--- src/rtl/core/scpq_pkg.sv ---
// Shared types, field widths and the control store of the successor chain query unit.
// Used by every module of the block; depends on nothing else.
`timescale 1ns / 1ps

package scpq_pkg;

	// Fixed field widths
	localparam int NODE_W         = 5;
	localparam int COST_IN_W      = 16;
	localparam int BUDGET_W       = 21;
	localparam int ENERGY_W       = 21;
	localparam int STEP_W         = 6;
	localparam int CFG_W          = 6;

	// Stream widths, padded to whole bytes
	localparam int IN_TDATA_W     = 64;
	localparam int OUT_TDATA_W    = 40;

	// Parameter defaults and register reset
	localparam int MAX_NODES_DEF  = 32;
	localparam int COST_WIDTH_DEF = 16;
	localparam logic [CFG_W-1:0]    NODE_COUNT_RST = 6'd32;
	localparam logic [ENERGY_W-1:0] ENERGY_MAX     = 21'h1FFFFF;

	// Input command codes (carried in tuser)
	localparam logic CMD_LOAD  = 1'b0;
	localparam logic CMD_QUERY = 1'b1;

	// Datapath operation selected by the current control word
	typedef enum logic [2:0] {
		OP_CLEAR,
		OP_IDLE,
		OP_START,
		OP_WALK,
		OP_PREP,
		OP_EMIT,
		OP_LAST,
		OP_FAIL
	} op_t;

	// Branch conditions a control word may test
	typedef enum logic [2:0] {
		C_NEVER,
		C_CLR_DONE,
		C_IN_QUERY,
		C_SRC_BAD,
		C_WALK_HIT,
		C_WALK_STOP,
		C_EMIT_END,
		C_OUT_FREE
	} cond_t;

	// Control store addresses
	typedef enum logic [2:0] {
		U_CLEAR,
		U_IDLE,
		U_CHECK,
		U_WALK,
		U_PREP,
		U_EMIT,
		U_LAST,
		U_FAIL
	} uaddr_t;

	// One control word: op, two prioritized branches, fall-through target
	typedef struct packed {
		op_t    op;
		cond_t  c1;
		uaddr_t t1;
		cond_t  c2;
		uaddr_t t2;
		uaddr_t t0;
	} ucode_t;

	// Datapath status flags seen by the sequencer
	typedef struct packed {
		logic clr_done;
		logic in_query;
		logic src_bad;
		logic walk_hit;
		logic walk_stop;
		logic emit_end;
		logic out_free;
	} status_t;

	// Microprogram
	function automatic ucode_t ucode_rom(input uaddr_t a);
		ucode_t w;
		unique case (a)
			U_CLEAR: w = '{OP_CLEAR, C_CLR_DONE,  U_IDLE,  C_NEVER,     U_CLEAR, U_CLEAR};
			U_IDLE:  w = '{OP_IDLE,  C_IN_QUERY,  U_CHECK, C_NEVER,     U_IDLE,  U_IDLE};
			U_CHECK: w = '{OP_START, C_SRC_BAD,   U_FAIL,  C_NEVER,     U_WALK,  U_WALK};
			U_WALK:  w = '{OP_WALK,  C_WALK_HIT,  U_PREP,  C_WALK_STOP, U_FAIL,  U_WALK};
			U_PREP:  w = '{OP_PREP,  C_NEVER,     U_EMIT,  C_NEVER,     U_EMIT,  U_EMIT};
			U_EMIT:  w = '{OP_EMIT,  C_EMIT_END,  U_LAST,  C_NEVER,     U_EMIT,  U_EMIT};
			U_LAST:  w = '{OP_LAST,  C_OUT_FREE,  U_IDLE,  C_NEVER,     U_LAST,  U_LAST};
			U_FAIL:  w = '{OP_FAIL,  C_OUT_FREE,  U_IDLE,  C_NEVER,     U_FAIL,  U_FAIL};
		endcase
		return w;
	endfunction

endpackage

--- src/rtl/core/successor_chain_path_query_unit.sv ---
// Top level of the successor chain query unit: stream ports, datapath registers and
// instances of the sequencer, node table and path buffer. Depends on scpq_pkg.
`timescale 1ns / 1ps

// A load request writes one node table entry in the cycle it is taken and yields no result.
// A query request is first checked against node_count. It then walks the successor
// chain with one node table read per cycle through the table's registered read port. When
// the walk reaches the target, a prepare step primes the path buffer read, the buffered
// path is replayed one result per cycle while the output is not stalled, and the summary
// item follows; the next request can then be taken. A failed query gives one item and
// then frees the input. A source at or above node_count fails without a walk, and a walk
// reads up to MAX_NODES entries when the chain runs into a loop. A walk that goes around
// a loop is stopped by the step limit on steps_q, so no visited bits are needed. Each step is one
// word of a small microprogram. After reset a clearing pass empties the node table; no
// request is taken during it, but configuration writes are. The output register lets the
// next request be taken while the last result still waits.

module successor_chain_path_query_unit #(
	parameter int MAX_NODES  = scpq_pkg::MAX_NODES_DEF,
	parameter int COST_WIDTH = scpq_pkg::COST_WIDTH_DEF
) (
	input  logic                             clk,
	input  logic                             arst_n,
	// configuration: node_count
	input  logic                             cfg_valid,
	output logic                             cfg_ready,
	input  logic [scpq_pkg::CFG_W-1:0]       cfg_data,
	// input stream
	input  logic                             s_axis_tvalid,
	output logic                             s_axis_tready,
	// entry_index, has_successor, successor_index, edge_cost, source_index,
	// target_index, energy_budget, zero pad
	input  logic [scpq_pkg::IN_TDATA_W-1:0]  s_axis_tdata,
	// command
	input  logic                             s_axis_tuser,
	// result stream
	output logic                             m_axis_tvalid,
	input  logic                             m_axis_tready,
	// path_node, reachable, step_count, energy_used, within_budget, zero pad
	output logic [scpq_pkg::OUT_TDATA_W-1:0] m_axis_tdata,
	// last_of_run
	output logic                             m_axis_tlast
);

	localparam int IDX_W = $clog2(MAX_NODES);
	localparam int CNT_W = $clog2(MAX_NODES + 1);
	localparam int CMP_W = (CNT_W > scpq_pkg::CFG_W) ? CNT_W : scpq_pkg::CFG_W;
	localparam int SUM_W = ((scpq_pkg::ENERGY_W > COST_WIDTH) ? scpq_pkg::ENERGY_W
	                        : COST_WIDTH) + 1;
	localparam int PAD_W = scpq_pkg::OUT_TDATA_W - scpq_pkg::NODE_W - 1 - scpq_pkg::STEP_W
	                       - scpq_pkg::ENERGY_W - 1;

	// Input field offsets
	localparam int O_ENTRY  = 0;
	localparam int O_HAS    = O_ENTRY + scpq_pkg::NODE_W;
	localparam int O_SUCC   = O_HAS + 1;
	localparam int O_COST   = O_SUCC + scpq_pkg::NODE_W;
	localparam int O_SRC    = O_COST + scpq_pkg::COST_IN_W;
	localparam int O_TGT    = O_SRC + scpq_pkg::NODE_W;
	localparam int O_BUDGET = O_TGT + scpq_pkg::NODE_W;

	scpq_pkg::op_t     op;
	scpq_pkg::status_t status;

	// request fields
	logic [scpq_pkg::NODE_W-1:0]    in_entry;
	logic                           in_has;
	logic [scpq_pkg::NODE_W-1:0]    in_succ;
	logic [scpq_pkg::COST_IN_W-1:0] in_cost;
	logic [scpq_pkg::NODE_W-1:0]    in_src;
	logic [scpq_pkg::NODE_W-1:0]    in_tgt;
	logic [scpq_pkg::BUDGET_W-1:0]  in_budget;
	logic                           in_acc;

	// control and datapath registers
	logic [scpq_pkg::CFG_W-1:0]     node_count_q;
	logic [IDX_W-1:0]               clr_q;
	logic [scpq_pkg::NODE_W-1:0]    cur_q;
	logic [scpq_pkg::NODE_W-1:0]    tgt_q;
	logic [scpq_pkg::BUDGET_W-1:0]  budget_q;
	logic [scpq_pkg::ENERGY_W-1:0]  energy_q;
	logic [CNT_W-1:0]               steps_q;
	logic [CNT_W-1:0]               ptr_q;

	// output register
	logic                           out_valid_q;
	logic [scpq_pkg::NODE_W-1:0]    out_node_q;
	logic                           out_last_q;
	logic                           out_reach_q;
	logic [scpq_pkg::STEP_W-1:0]    out_steps_q;
	logic [scpq_pkg::ENERGY_W-1:0]  out_energy_q;
	logic                           out_within_q;

	// memory ports
	logic                           tab_wr_en;
	logic [IDX_W-1:0]               tab_wr_addr;
	logic                           tab_wr_valid;
	logic [COST_WIDTH-1:0]          tab_wr_cost;
	logic [IDX_W-1:0]               tab_rd_addr;
	logic                           tab_rd_valid;
	logic [scpq_pkg::NODE_W-1:0]    tab_rd_succ;
	logic [COST_WIDTH-1:0]          tab_rd_cost;
	logic                           buf_wr_en;
	logic [IDX_W-1:0]               buf_rd_addr;
	logic [scpq_pkg::NODE_W-1:0]    buf_rd_node;

	// helpers
	logic [CNT_W-1:0]               steps_inc;
	logic [CNT_W-1:0]               ptr_inc;
	logic [SUM_W-1:0]               energy_sum;
	logic [scpq_pkg::ENERGY_W-1:0]  energy_new;
	logic                           entry_in_table;
	logic                           succ_in_table;
	logic                           out_free;
	logic                           out_load;

	// Field unpacking
	assign in_entry  = s_axis_tdata[O_ENTRY +: scpq_pkg::NODE_W];
	assign in_has    = s_axis_tdata[O_HAS];
	assign in_succ   = s_axis_tdata[O_SUCC +: scpq_pkg::NODE_W];
	assign in_cost   = s_axis_tdata[O_COST +: scpq_pkg::COST_IN_W];
	assign in_src    = s_axis_tdata[O_SRC +: scpq_pkg::NODE_W];
	assign in_tgt    = s_axis_tdata[O_TGT +: scpq_pkg::NODE_W];
	assign in_budget = s_axis_tdata[O_BUDGET +: scpq_pkg::BUDGET_W];

	assign cfg_ready     = 1'b1;
	assign s_axis_tready = (op == scpq_pkg::OP_IDLE);
	assign in_acc        = s_axis_tvalid && s_axis_tready;

	assign out_free = !out_valid_q || m_axis_tready;

	// Range checks against the table size
	assign entry_in_table = CMP_W'(in_entry) < CMP_W'(MAX_NODES);
	assign succ_in_table  = CMP_W'(tab_rd_succ) < CMP_W'(MAX_NODES);

	// Saturating cost accumulation
	assign steps_inc  = steps_q + CNT_W'(1);
	assign ptr_inc    = ptr_q + CNT_W'(1);
	assign energy_sum = SUM_W'(energy_q) + SUM_W'(tab_rd_cost);
	assign energy_new = (energy_sum > SUM_W'(scpq_pkg::ENERGY_MAX)) ? scpq_pkg::ENERGY_MAX
	                    : energy_sum[scpq_pkg::ENERGY_W-1:0];

	// Status flags for the sequencer
	always_comb begin
		status.clr_done  = (clr_q == IDX_W'(MAX_NODES - 1));
		status.in_query  = in_acc && (s_axis_tuser == scpq_pkg::CMD_QUERY);
		status.src_bad   = !(CMP_W'(cur_q) < CMP_W'(node_count_q))
		                   || !(CMP_W'(cur_q) < CMP_W'(MAX_NODES));
		status.walk_hit  = tab_rd_valid && (tab_rd_succ == tgt_q);
		status.walk_stop = !tab_rd_valid || !succ_in_table || (steps_inc == CNT_W'(MAX_NODES));
		status.emit_end  = out_free && (ptr_inc == steps_q);
		status.out_free  = out_free;
	end

	// Node table port selection
	always_comb begin
		tab_wr_en    = 1'b0;
		tab_wr_addr  = IDX_W'(CMP_W'(in_entry));
		tab_wr_valid = in_has;
		tab_wr_cost  = COST_WIDTH'(in_cost);
		if (op == scpq_pkg::OP_CLEAR) begin
			tab_wr_en    = 1'b1;
			tab_wr_addr  = clr_q;
			tab_wr_valid = 1'b0;
		end else if (in_acc && (s_axis_tuser == scpq_pkg::CMD_LOAD) && entry_in_table) begin
			tab_wr_en = 1'b1;
		end
		// walk reads the successor just fetched, otherwise the current node
		if (op == scpq_pkg::OP_WALK) begin
			tab_rd_addr = IDX_W'(CMP_W'(tab_rd_succ));
		end else begin
			tab_rd_addr = IDX_W'(CMP_W'(cur_q));
		end
	end

	// Path buffer: read address runs one ahead while results are handed out
	assign buf_wr_en   = (op == scpq_pkg::OP_WALK);
	assign out_load    = out_free && ((op == scpq_pkg::OP_EMIT) || (op == scpq_pkg::OP_LAST)
	                                  || (op == scpq_pkg::OP_FAIL));
	assign buf_rd_addr = (op == scpq_pkg::OP_EMIT && out_free) ? ptr_inc[IDX_W-1:0]
	                     : ptr_q[IDX_W-1:0];

	// Configuration register
	always_ff @(posedge clk or negedge arst_n) begin
		if (!arst_n) begin
			node_count_q <= scpq_pkg::NODE_COUNT_RST;
		end else if (cfg_valid && cfg_ready) begin
			node_count_q <= cfg_data;
		end
	end

	// Clearing pass counter
	always_ff @(posedge clk or negedge arst_n) begin
		if (!arst_n) begin
			clr_q <= '0;
		end else if (op == scpq_pkg::OP_CLEAR) begin
			clr_q <= clr_q + IDX_W'(1);
		end
	end

	// Walk registers
	always_ff @(posedge clk) begin
		unique case (op)
			scpq_pkg::OP_IDLE: begin
				if (status.in_query) begin
					cur_q    <= in_src;
					tgt_q    <= in_tgt;
					budget_q <= in_budget;
				end
			end
			scpq_pkg::OP_START: begin
				steps_q  <= '0;
				ptr_q    <= '0;
				energy_q <= '0;
			end
			scpq_pkg::OP_WALK: begin
				steps_q  <= steps_inc;
				energy_q <= energy_new;
				cur_q    <= tab_rd_succ;
			end
			scpq_pkg::OP_EMIT: begin
				if (out_free) begin
					ptr_q <= ptr_inc;
				end
			end
			default: begin
			end
		endcase
	end

	// Output register valid
	always_ff @(posedge clk or negedge arst_n) begin
		if (!arst_n) begin
			out_valid_q <= 1'b0;
		end else if (out_load) begin
			out_valid_q <= 1'b1;
		end else if (m_axis_tready) begin
			out_valid_q <= 1'b0;
		end
	end

	// Output register payload
	always_ff @(posedge clk) begin
		if (out_load) begin
			unique case (op)
				scpq_pkg::OP_EMIT: begin
					out_node_q   <= buf_rd_node;
					out_last_q   <= 1'b0;
					out_reach_q  <= 1'b0;
					out_steps_q  <= '0;
					out_energy_q <= '0;
					out_within_q <= 1'b0;
				end
				scpq_pkg::OP_LAST: begin
					out_node_q   <= tgt_q;
					out_last_q   <= 1'b1;
					out_reach_q  <= 1'b1;
					out_steps_q  <= scpq_pkg::STEP_W'(steps_q);
					out_energy_q <= energy_q;
					out_within_q <= (energy_q <= budget_q);
				end
				default: begin
					out_node_q   <= '0;
					out_last_q   <= 1'b1;
					out_reach_q  <= 1'b0;
					out_steps_q  <= '0;
					out_energy_q <= '0;
					out_within_q <= 1'b0;
				end
			endcase
		end
	end

	assign m_axis_tvalid = out_valid_q;
	assign m_axis_tlast  = out_last_q;
	assign m_axis_tdata  = {{PAD_W{1'b0}}, out_within_q, out_energy_q, out_steps_q,
	                        out_reach_q, out_node_q};

	scpq_sequencer u_seq (
		.clk    (clk),
		.arst_n (arst_n),
		.status (status),
		.op     (op)
	);

	scpq_node_table #(
		.MAX_NODES  (MAX_NODES),
		.COST_WIDTH (COST_WIDTH)
	) u_table (
		.clk      (clk),
		.wr_en    (tab_wr_en),
		.wr_addr  (tab_wr_addr),
		.wr_valid (tab_wr_valid),
		.wr_succ  (in_succ),
		.wr_cost  (tab_wr_cost),
		.rd_addr  (tab_rd_addr),
		.rd_valid (tab_rd_valid),
		.rd_succ  (tab_rd_succ),
		.rd_cost  (tab_rd_cost)
	);

	scpq_path_buf #(
		.DEPTH (MAX_NODES)
	) u_path (
		.clk     (clk),
		.wr_en   (buf_wr_en),
		.wr_addr (steps_q[IDX_W-1:0]),
		.wr_node (cur_q),
		.rd_addr (buf_rd_addr),
		.rd_node (buf_rd_node)
	);

endmodule

--- src/rtl/core/scpq_sequencer.sv ---
// Microcode sequencer: step counter, control store lookup and conditional branching.
// Depends on scpq_pkg for the control word, condition codes and status struct.
`timescale 1ns / 1ps

module scpq_sequencer (
	input  logic             clk,
	input  logic             arst_n,
	input  scpq_pkg::status_t status,
	output scpq_pkg::op_t     op
);

	scpq_pkg::uaddr_t pc_q;
	scpq_pkg::uaddr_t pc_next;
	scpq_pkg::ucode_t word;

	function automatic logic cond_true(input scpq_pkg::cond_t c, input scpq_pkg::status_t s);
		logic r;
		unique case (c)
			scpq_pkg::C_NEVER:     r = 1'b0;
			scpq_pkg::C_CLR_DONE:  r = s.clr_done;
			scpq_pkg::C_IN_QUERY:  r = s.in_query;
			scpq_pkg::C_SRC_BAD:   r = s.src_bad;
			scpq_pkg::C_WALK_HIT:  r = s.walk_hit;
			scpq_pkg::C_WALK_STOP: r = s.walk_stop;
			scpq_pkg::C_EMIT_END:  r = s.emit_end;
			scpq_pkg::C_OUT_FREE:  r = s.out_free;
		endcase
		return r;
	endfunction

	// Decode current word and pick the next step
	always_comb begin
		word = scpq_pkg::ucode_rom(pc_q);
		op   = word.op;
		priority if (cond_true(word.c1, status)) begin
			pc_next = word.t1;
		end else if (cond_true(word.c2, status)) begin
			pc_next = word.t2;
		end else begin
			pc_next = word.t0;
		end
	end

	// Step register
	always_ff @(posedge clk or negedge arst_n) begin
		if (!arst_n) begin
			pc_q <= scpq_pkg::U_CLEAR;
		end else begin
			pc_q <= pc_next;
		end
	end

endmodule

--- src/rtl/core/scpq_node_table.sv ---
// Node table memory: valid bit, successor index and edge cost per entry.
// One write port, one registered read port; depends on scpq_pkg for the node width.
`timescale 1ns / 1ps

module scpq_node_table #(
	parameter int MAX_NODES  = scpq_pkg::MAX_NODES_DEF,
	parameter int COST_WIDTH = scpq_pkg::COST_WIDTH_DEF
) (
	input  logic                        clk,
	input  logic                        wr_en,
	input  logic [$clog2(MAX_NODES)-1:0] wr_addr,
	input  logic                        wr_valid,
	input  logic [scpq_pkg::NODE_W-1:0] wr_succ,
	input  logic [COST_WIDTH-1:0]       wr_cost,
	input  logic [$clog2(MAX_NODES)-1:0] rd_addr,
	output logic                        rd_valid,
	output logic [scpq_pkg::NODE_W-1:0] rd_succ,
	output logic [COST_WIDTH-1:0]       rd_cost
);

	localparam int ENTRY_W = 1 + scpq_pkg::NODE_W + COST_WIDTH;

	logic [ENTRY_W-1:0] mem [MAX_NODES];
	logic [ENTRY_W-1:0] rd_q;

	// Write port
	always_ff @(posedge clk) begin
		if (wr_en) begin
			mem[wr_addr] <= {wr_valid, wr_succ, wr_cost};
		end
	end

	// Registered read port
	always_ff @(posedge clk) begin
		rd_q <= mem[rd_addr];
	end

	assign rd_valid = rd_q[ENTRY_W-1];
	assign rd_succ  = rd_q[COST_WIDTH +: scpq_pkg::NODE_W];
	assign rd_cost  = rd_q[COST_WIDTH-1:0];

endmodule

--- src/rtl/core/scpq_path_buf.sv ---
// Path buffer: holds the nodes of the walk until the query outcome is known.
// One write port, one registered read port; depends on scpq_pkg for the node width.
`timescale 1ns / 1ps

module scpq_path_buf #(
	parameter int DEPTH = scpq_pkg::MAX_NODES_DEF
) (
	input  logic                        clk,
	input  logic                        wr_en,
	input  logic [$clog2(DEPTH)-1:0]    wr_addr,
	input  logic [scpq_pkg::NODE_W-1:0] wr_node,
	input  logic [$clog2(DEPTH)-1:0]    rd_addr,
	output logic [scpq_pkg::NODE_W-1:0] rd_node
);

	logic [scpq_pkg::NODE_W-1:0] mem [DEPTH];

	always_ff @(posedge clk) begin
		if (wr_en) begin
			mem[wr_addr] <= wr_node;
		end
	end

	always_ff @(posedge clk) begin
		rd_node <= mem[rd_addr];
	end

endmodule

--- config.mk ---
export PLATFORM = sky130hd
export DESIGN_NAME = successor_chain_path_query_unit
export DESIGN_NICKNAME = d
export VERILOG_FILES = /design/src/rtl/core/scpq_pkg.sv /design/src/rtl/core/successor_chain_path_query_unit.sv /design/src/rtl/core/scpq_sequencer.sv /design/src/rtl/core/scpq_node_table.sv /design/src/rtl/core/scpq_path_buf.sv
export SDC_FILE = /design/constraint.sdc
export NUM_CORES = 1
export LEC_CHECK = 0
export BUFFER_PORTS_ARGS = -buffer_cell sky130_fd_sc_hd__buf_4
export CAP_MARGIN = 20
export CORE_AREA = 2 2 304 306
export DETAILED_ROUTE_END_ITERATION = 10
export DIE_AREA = 0 0 306 308
export SYNTH_ARGS = -nofsm -noshare
export SYNTH_HDL_FRONTEND = slang
export SYNTH_SLANG_ARGS = --single-unit
--- constraint.sdc ---
create_clock -name clk -period 6.8 [get_ports clk]
set_input_delay 1.36 -clock clk [delete_from_list [all_inputs] [get_ports clk]]
set_output_delay 1.36 -clock clk [all_outputs]
set_load 0.05 [all_outputs]
==> flow_summary.yaml <==
setup_path:
  path_delay_family: "multiplexers"
  critPathBufInv: 2
  cp_cell_sequence: "ha_1 > nand2b_2 > mux2i_4 > buf_4 > buf_4 > mux4_2 > nand2_1 > nand3_1 > nand2_1 > o21ai_0"
  worstSetupEndpointType: "flip-flop"
  arrival_ns: 4.86
  rr_startpoint: "u_seq.pc_q[1]"
  cp-startpoint: "u_seq.pc_q[1]"
  slowest_stage: "mux2i_4"
  critical_path_required_ns: 7.28
  max_stage_delay_ns: 0.90
  cp-start-kind: "flip-flop"
  critPathMaxFanout: 36
  path_class: "reg -> reg"
placement:
  placed_area_um2: 43200
  numPortBuffers: 106
  hpwl_mm: 55.9
  place.gp.congestion: 0.850
global_routing:
  grtUsageTotal_pct: 20.4
  overflow: 0
  antenna_found_initial: 3
  first_global_vias: 22364
  grt_start_max_net_pins: 67
  grt_pass1_wl_mm: 142
cells_and_area:
  final_common_cell: "edfxtp_1"
  fin_nets: 2676
  layout_common_cells: "963 x edfxtp_1, 308 x nand2_1, 187 x mux4_2"
  n_antenna_cell: 0
  stdcell_area_um2: 46400
  syn_to_final_growth_pct: 13.9
  drive_gt1_share_pct: 21.3
drt:
  detail_route.vias_per_cell: 5.74
  ant_nets: 0
  routedWlPerCell_um: 25.1
  routed_wl_mm: 95.8
  route.detailed.drc: 0
  drt-initial-drc-count: 2139
  first_pass_iters: 5
  vias: 21872
clock_network:
  cts_root_buf: "clkbuf_16"
  hold_buffers: 0
  cts_tree: "built"
  cts_buffer_depth: 3
  clk_pin_slew_ns: 0.06
  clock-sinks: 1005
  htree_levels: 3
  post_cts_resized: 0
  cts_setup_buffers: 0
  cts_buffers: 101
  insertion_delay_ns: 0.70
sta:
  slew_headroom_pct: 25.8
  setup_viol: 0
  period_share_pct: 64.3
  clock.fmax_mhz: 229
  tns_ns: 0
  slew_viol_final: 0
  finalHoldViolCount: 0
  rsz0062_at_grt: "false"
  fin_crit_ns: 4.37
  skew_ns: 0.0611
  tightest_slew_ns: 1.11
floorplan:
  start_util_pct: 44.8
  rows: 111
  dieArea_um2: 94200
  io_pins: 120
  die_x_um: 306
  die_h_um: 308
  fp.coreArea_um2: 91000
yosys:
  synth_top_area_share_pct: 71.0
  synth-seq-cells: 1005
  ys_async_sr_fraction_pct: 1.49
  yosys_warnings: 0
  ys_seq_area_share_pct: 73.2
  synth_flop_cell: "edfxtp_1"
  synth-edff-count: 963
  yosys.area.top_type: "edfxtp_1"
  synth_cell_types: 67
  synth.avg_cell_area_um2: 17.1
  syn_area_um2: 40700
  synthTopCellsByArea: "edfxtp_1 71%, mux4_2 10%, nand2_1 2.9%"
  synthCells: 2383
power_and_ir_drop:
  p_per_area_nw_per_um2: 385
  p_leak_nw: 15.7
  ir_drop_mv: 0.302
  total_power_mw: 17.9
min_path:
  worstHoldPathType: "in -> async"
job:
  maxCapViolations: 0
outcome:
  status: "completed"
[state kept, by name (all words and copies together), names as in the netlist]
name and cells:
m_axis_tvalid 1, steps_q 6, u_table.rd_q 22, tgt_q 5, out_reach_q 1, u_seq.pc_q 3, u_table.mem 704, clr_q 5
m_axis_tlast 1, cur_q 5, budget_q 21, node_count_q 6, out_steps_q 6, u_path.rd_node 5, out_energy_q 21, ptr_q 6
energy_q 21, out_node_q 5, u_path.mem 160, out_within_q 1
[synthesized netlist by cell type (6+ instances only)]
master,count
o31ai_1,8
buf_2,28
buf_4,13
and2_1,8
nand3_1,131
nand2_1,310
mux4_2,187
o21ai_1,6
a21o_1,15
nor2_1,100
xor2_1,14
nor3b_1,6
a211o_1,6
a211oi_1,7
xnor2_1,19
and3_1,31
ha_1,55
a21oi_1,65
dfrtp_1,14
mux2_2,14
nor3_1,18
clkbuf_1,71
o21ai_0,48
mux2i_1,45
o21a_1,10
edfxtp_1,963
o221ai_1,16
nand4_1,7
nor2b_1,10
inv_1,43
nand2b_1,10
dfxtp_1,27
[stage by stage]
stage                     util (%)  hold slack (ns)  setup WS, ns  std cells
after detailed placement      47.5            0.529          2.13       3625
after global routing          51.0            0.536          2.32       3811
final                         51.0            0.542          2.43       3811
after CTS                     51.0            0.517          2.51       3809
after floorplan                  -            0.482          2.33       2388
after global placement        47.5            0.501          2.22       3625
[where the power goes]
group | switching, mW | total (mW) | leakage, nW | internal [mW]
Combinational | 3.09 | 5.01 | 5.06 | 1.92
Clock | 2.32 | 5.35 | 1.55 | 3.03
Sequential | 0.280 | 7.51 | 9.11 | 7.23
[kinds of logic (layout without fill, tap and decap cells)]
logic type	after synthesis	after routing	share of synthesized area (%)
multiplexers	250	250	11.9
buffers and inverters	165	402	1.79
flip-flops	1005	1005	73.2
AO/OA/AOI/OAI	221	221	3.47
other	2	7	0.0184
AND/OR/NAND/NOR	651	651	7.11
XOR/XNOR	33	33	0.709
adder cells (fa/ha/maj)	56	56	1.74
[path summary, 6_finish.rpt]
check	to	slack, ns	cells past startpoint
worst min-delay path	m_axis_tvalid	0.54	1
worst max-delay path	u_table.rd_q[4]	2.43	10
min in group clk	clr_q[4]	0.54	2
worst max register to register	u_table.rd_q[4]	2.43	10
worst min register to register	clr_q[4]	0.54	2
max in group asynchronous	node_count_q[5]	6.00	1
[layer usage]
metal / GRT usage (%) / share of wire [%]
met3: 3.15 / 6.6
met2: 33.3 / 48
met1: 29.0 / 44
met4: 4.99 / 1.8
met5: 0 / 0
[final cells by class]
class / instances / area (um2)
Inverter: 46 / 175
Tap cell: 1186 / 1480
Fill cell: 7323 / 44600
Timing Repair Buffer: 172 / 1370
Sequential cell: 1005 / 29800
Multi-Input combinational cell: 1218 / 10400
Clock buffer: 138 / 2750
Clock inverter: 46 / 455
No activity file was read; power rests on OpenSTA's default activity.
